**config.mk**
```make
export PLATFORM = sky130hd
export DESIGN_NAME = adsr_ctrl
export DESIGN_NICKNAME = d
export VERILOG_FILES = /design/src/hw/rtl/adsr_pkg.sv /design/src/hw/rtl/adsr_ctrl.sv
export SDC_FILE = /design/constraint.sdc
export NUM_CORES = 1
export LEC_CHECK = 0
export BUFFER_PORTS_ARGS = -buffer_cell sky130_fd_sc_hd__buf_2
export CAP_MARGIN = 20
export CELL_PAD_IN_SITES_DETAIL_PLACEMENT = 2
export CELL_PAD_IN_SITES_GLOBAL_PLACEMENT = 2
export CORE_MARGIN = 10
export CORE_UTILIZATION = 29
export CTS_CLUSTER_SIZE = 14
export DETAILED_ROUTE_END_ITERATION = 8
export GPL_TIMING_DRIVEN = 0
export HOLD_SLACK_MARGIN = 0.03
export PLACE_DENSITY_LB_ADDON = 0.15
export RECOVER_POWER = 25
export SETUP_SLACK_MARGIN = 0.4
export SLEW_MARGIN = 10
export SYNTH_ARGS = -nofsm -noshare
export SYNTH_HDL_FRONTEND = slang
export SYNTH_SLANG_ARGS = --single-unit
```
**constraint.sdc**
```tcl
create_clock -name clock -period 3.96 [get_ports clock]
set_input_delay 0 -clock clock [delete_from_list [all_inputs] [get_ports clock]]
set_output_delay 0 -clock clock [all_outputs]
set_load 0.005 [all_outputs]
```
**src/hw/rtl/adsr_pkg.sv**
```systemverilog
// adsr_pkg: shared types and constants for the adsr envelope generator
// used by adsr_ctrl, adsr_dp and adsr_envelope_generator_core
`timescale 1ns / 1ps
package adsr_pkg;

   localparam logic [1:0] OP_TICK    = 2'd0;
   localparam logic [1:0] OP_TRIGGER = 2'd1;
   localparam logic [1:0] OP_RELEASE = 2'd2;

   localparam logic [2:0] MODE_EXP    = 3'd0;
   localparam logic [2:0] MODE_PARAB  = 3'd1;
   localparam logic [2:0] MODE_LINEAR = 3'd2;
   localparam logic [2:0] MODE_INST   = 3'd3;

   localparam logic [2:0] REG_PEAK  = 3'd0;
   localparam logic [2:0] REG_FLOOR = 3'd1;
   localparam logic [2:0] REG_ATK   = 3'd2;
   localparam logic [2:0] REG_DEC   = 3'd3;
   localparam logic [2:0] REG_HOLD  = 3'd4;
   localparam logic [2:0] REG_RATE  = 3'd5;
   localparam logic [2:0] REG_MODE  = 3'd6;

   localparam int EXP_TABLE_DEPTH = 256;
   // exp(-16 / 256) in q32 from the truncated alternating series
   localparam logic [63:0] EXP_RATIO = 64'd4034748382;

   // controller to datapath
   typedef struct packed {
      logic load;     // capture input transaction
      logic div_start;
      logic div_sel;  // 0 attack, 1 decay
      logic div_store;
      logic mul_step; // one step of tick arithmetic
      logic commit;
   } cmd_type;

   typedef struct packed {
      logic div_done;
      logic trig_up;
      logic need_decay;
      logic is_tick;
      logic is_trig;
   } sts_type;

   // e(k) = 65536 * exp(-16 k / depth), rounded like the integer table build
   function automatic logic [16:0] exp_entry(input int unsigned k);
      logic [63:0] acc;
      logic [63:0] e;
      logic [127:0] p;
      acc = 64'd1 << 32;
      for (int unsigned j = 0; j < k; j++) begin
         p = 128'(acc) * 128'(EXP_RATIO);
         acc = p[95:32];
      end
      e = (acc + 64'd32768) >> 16;
      if (e > 64'd65536) e = 64'd65536;
      return e[16:0];
   endfunction

endpackage

```
**src/hw/rtl/adsr_ctrl.sv**
```systemverilog
// adsr_ctrl: sequencer for one transaction at a time
// depends on adsr_pkg
`timescale 1ns / 1ps
module adsr_ctrl (
   input  logic             clock,
   input  logic             reset,
   input  logic             in_valid,
   output logic             in_ready,
   output logic             out_valid,
   input  logic             out_ready,
   output adsr_pkg::cmd_type cmd,
   input  adsr_pkg::sts_type sts
);
   typedef enum logic [7:0] {
      S_IDLE  = 8'b00000001,
      S_DEC   = 8'b00000010,
      S_DIVA  = 8'b00000100,
      S_DIVD  = 8'b00001000,
      S_T0    = 8'b00010000,
      S_T1    = 8'b00100000,
      S_T2    = 8'b01000000,
      S_OUT   = 8'b10000000
   } state_type;

   state_type st_ff, st_in;

   always_comb begin
      st_in = st_ff;
      cmd = '0;
      in_ready = 1'b0;
      out_valid = 1'b0;
      unique case (st_ff)
         S_IDLE: begin
            in_ready = 1'b1;
            if (in_valid) begin
               cmd.load = 1'b1;
               st_in = S_DEC;
            end
         end
         S_DEC: begin
            if (sts.is_trig && sts.trig_up) begin
               cmd.div_start = 1'b1;
               st_in = S_DIVA;
            end else if (sts.is_tick) begin
               st_in = S_T0;
            end else begin
               cmd.commit = 1'b1;
               st_in = S_OUT;
            end
         end
         S_DIVA: begin
            if (sts.div_done) begin
               cmd.div_store = 1'b1;
               if (sts.need_decay) begin
                  cmd.div_start = 1'b1;
                  cmd.div_sel = 1'b1;
                  st_in = S_DIVD;
               end else begin
                  cmd.commit = 1'b1;
                  st_in = S_OUT;
               end
            end
         end
         S_DIVD: begin
            cmd.div_sel = 1'b1;
            if (sts.div_done) begin
               cmd.div_store = 1'b1;
               cmd.commit = 1'b1;
               st_in = S_OUT;
            end
         end
         S_T0: begin
            cmd.mul_step = 1'b1;
            st_in = S_T1;
         end
         S_T1: begin
            cmd.mul_step = 1'b1;
            st_in = S_T2;
         end
         S_T2: begin
            cmd.commit = 1'b1;
            st_in = S_OUT;
         end
         S_OUT: begin
            out_valid = 1'b1;
            if (out_ready) st_in = S_IDLE;
         end
         default: st_in = S_IDLE;
      endcase
   end

   always_ff @(posedge clock) begin
      if (reset) st_ff <= S_IDLE;
      else st_ff <= st_in;
   end
endmodule

```
# Word-level counts from Yosys, hierarchy flattened
# Cells that the tools add are included.
# word_totals
regBits,8
input_bits,9
wordCells,40
# classes
n_eq_ne,12
n_mux,24
n_reduce_logical,3
# ops
cell,count
$pmux 8 s8,1
$mux 8,7
$mux 1,11
$eq 8x1->1 const B,1
$eq 8x2->1 const B,1
$eq 8x3->1 const B,1
$eq 8x4->1 const B,1
$eq 8x5->1 const B,1
$eq 8x6->1 const B,1
$eq 8x7->1 const B,1
$eq 8x8->1 const B,1
$ne 2x2->1 const B,4
$pmux 1 s4,1
$pmux 2 s2,1
$reduce_and 4->1,1
$mux 3,1
$mux 2,1
$pmux 1 s2,1
$reduce_or 2->1,1
$logic_and 1x1->1,1

# Logic depth before layout (Yosys ltp)
# depth
ltp_word,3
mapped_depth,5

# Least setup slack after synthesis
# OpenSTA, ideal clock, no wires.
# synth_timing
path_type,register to register
from,register st_ff[3]
to,register st_ff[2]
arrival_ns,1.752
path_slack_ns,2.142
stages_incl_launch_ff,6
period_less_slack_ns,1.818
cell_sequence,dfxtp_1 > buf_6 > or4_4 > or4_4 > a21o_1 > a21oi_2
# synth_between
elab_chain_len,3
word_cells_on_any_way,14
cone_classes,eq/ne (12); mux (1); reduce/logical (1)
# synth_lines
item,line,rtl
from (decl),adsr_ctrl.sv:25,"state_type st_ff, st_in;"
from (signal assigned),adsr_ctrl.sv:94,else st_ff <= st_in;
"$eq 8x3->1, or another cell as far along",adsr_ctrl.sv:32,unique case (st_ff)
$ne 2x2->1 (no line),-,
$reduce_and 4->1 (no line),-,
# Parallel ways exist; a longest one is shown, timed or not.
# A chain may end at the register's enable or synchronous reset.

==> run_results.csv <==
group,metric,value,unit
outcome,outcome,"completed",
pwr,p_total,0.000200,W
setup_path,ff2ff_path_depth,5,
pwr,p_per_area,278,nW/um^2
floorplanning,fp.dieH,64.8,um
cells_and_area,antennaDiodeCount,0,
floorplanning,fp.dieW,64.8,um
setup_path,crit-reg2reg-capture,"st_ff[2]$_SDFFE_PP0P_",
synth,synth_flop_cell,"dfxtp_1",
setup_path,start_kind,"register",
cells_and_area,nets,103,
sta,maxSlewViolCount,0,
setup_path,reg2reg_from,"st_ff[3]$_SDFFE_PP0P_",
synth,syn-cell-area,583,sq um
clock_tree,clkLatencyLatePin,0.26,ns
grt,grt_overflow,0,
synth,ys_seq_elements,8,
detailed_routing,wl_per_cell,16.0,um
place,portBuffers,15,
sta,max_freq,0.390,GHz
synth,synthCells,72,
clock_tree,cts_root_buffer,"clkbuf_4",
grt,grt.total_usage,10.3,%
floorplanning,die_area,4200,sq um
detailed_routing,dr.first_iter.drc_count,5,
cells_and_area,largest_register_ffs,8,
clock_tree,cts-resized-gates,0,
synth,yosys-top-cells-area,"dfxtp_1, or4_4, xnor2_1, a21oi_1, nor4_1",
setup_path,crit_type,"register to output pin",
cells_and_area,register_area,160,sq um
clock_tree,numCtsBuffers,3,
sta,max_slew_margin,53.3,%
synth,synth.top_cell.area_share,27.5,%
clock_tree,tritoncts,"built",
cells_and_area,layout-drive-gt1-share,26.1,%
detailed_routing,routed_wl,1900,um
place,dpl.hpwl,1530,um
synth,yosys.cell_types.count,31,
cells_and_area,area_growth,23.2,%
floorplanning,core,1940,sq um
clock_tree,clock_path_buffers,2,
synth,synth-seq-area-share,27.5,%
detailed_routing,first_pass_iters,4,
grt,grt_pass1_vias,684,
sta,hold_violations,0,
cells_and_area,regMostFlops,"st_ff",
grt,antenna_found_initial,0,
clock_tree,htree_levels,1,
setup_path,critPathRequiredTime,3.96,ns
cells_and_area,n_fill_cell,249,
setup_path,endpoint,"cmd[4]",
sta,min_period_over_period,64.8,%
cells_and_area,finish.utilization,37.0,%
floorplanning,start_util,30.0,%
setup_path,worstPathArrival,2.57,ns
pwr,ir_drop,0.000107,V
synth,syn_avg_cell_area,8.10,sq um
grt,grt_max_degree,11,
cells_and_area,largestRegisters,"st_ff x8",
floorplanning,io_pins,17,
grt,grt_pass1_wl,3420,um
sta,clock_skew,0.00207,ns
sta,setup_viol,0,
sta,worstMarginPinSlew,0.694,ns
sta,hold_slack,0.0543,ns
detailed_routing,ant_nets,0,
floorplanning,rows,16,
detailed_routing,routed-via-count,623,
synth,synthTopCellsByCount,"dfxtp_1, nand2_1, nor2_1",
setup_path,cp_max_fo,10,
synth,synth_top_area_cell,"dfxtp_1",
synth,postSynth.asyncResetShare,0,%
sta,layout_min_cycle_time,2.57,ns
synth,synth_fp_nets,81,
cells_and_area,multi_input_area,369,sq um
sta,tns,0,ns
sta,worst_slack,1.39,ns
setup_path,worst-r2r-setup-slack,1.70,ns
clock_tree,cts.sinks,8,
synth,yosysWarnings,0,
synth,synth.most_common_cell,"dfxtp_1",
place,gp_congestion,0.738,
pwr,p_leak,0.284,nW
detailed_routing,via_per_inst,5.24,
setup_path,critPathLaunch,"st_ff[3]$_SDFFE_PP0P_",
job,max-cap-violations,0,
setup_path,worstSetupEndpointType,"output pin",
place,dp_slack,1.86,ns
sta,grt_setup_unrepaired,"no",
clock_tree,cts.reportedPaths.clkPinSlew,0.06,ns
synth,synth_edf_count,0,
detailed_routing,drc,0,
worst_hold_path,hold_class,"input pin to register",
cell type report:
| cell class | count | area share, % |
|---|---|---|
| multi-input cells | 58 | 51.4 |
| flip-flops and latches | 8 | 22.3 |
| clock buffers | 3 | 3.14 |
| plain buffers | 2 | 3.31 |
| repair buffers | 17 | 13.1 |
| well taps | 27 | 4.70 |
| inverters | 4 | 2.09 |
kinds of logic after synthesis:
logic type,after synthesis,share of synthesized area [%]
compound gates,12,13.7
flops,8,27.5
buf+inv,6,7.94
mux,1,1.72
simple gates,42,44.6
xor+xnor,3,4.51
metrics by stage:
stage | area, sq um | cells
5_1_grt | 718 | 119
2_1_floorplan | 583 | 72
3_5_place_dp | 692 | 114
3_3_place_gp | 692 | 114
4_1_cts | 734 | 119
6_report | 718 | 119
layout by cell type (no fill, tap or decap), types with 2 or more instances in the layout:
master          n
a21oi_1         5
dlygate4sd3_1   2
nand3_1         3
dfxtp_1         8
inv_1           4
or4_1           4
nand2b_1        2
nor2_1          6
buf_2          14
xnor2_1         3
nor3b_1         2
clkbuf_1        2
nand2_1         6
clkbuf_4        3
nor3_1          4
nor4_1          4
or4_4           2
or2_2           2
routing by layer:
layer / share of wire (%) / global-route usage [%] / up-vias
met4: 0.42 / 5.61 / 0
met2: 51 / 16.0 / 13
met1: 44 / 12.2 / 297
li1: - / - / 311
met5: 0 / 0 / -
met3: 4.5 / 3.09 / 2
power breakdown:
part           internal, W  leakage [nW]  total [W]  switching, W
Clock            0.0000349        0.0138  0.0000660     0.0000311
Combinational    0.0000235         0.205  0.0000465     0.0000231
Sequential       0.0000834        0.0649  0.0000871    0.00000365
Total             0.000142         0.284   0.000200     0.0000578
how the worst min path moves through the flow:
stage	from	endpoint	slack, ns	depth (start not counted)
after floorplan	sts[4]	cmd[3]	0.10	2
after global placement	reset	st_ff[2]$_SDFFE_PP0P_	0.18	2
after CTS	sts[3]	st_ff[2]$_SDFFE_PP0P_	0.04	3
after global routing	sts[3]	st_ff[2]$_SDFFE_PP0P_	0.06	3
final	sts[3]	st_ff[2]$_SDFFE_PP0P_	0.05	3
after detailed placement	reset	st_ff[2]$_SDFFE_PP0P_	0.18	2
worst max-delay path, stage by stage (launching register included):
cell      delay [ns]
dfxtp_1         0.30
clkbuf_1        0.21
or4_1           0.68
nor4_1          0.63
nand3_1         0.24
o31ai_1         0.11
buf_2           0.15
timing repair:
item	CTS	global route
hold buffers	2	0
endpoints found under the hold margin	6	0
buffers inserted	0	0
Note: power is estimated with default switching activity, not from simulation.
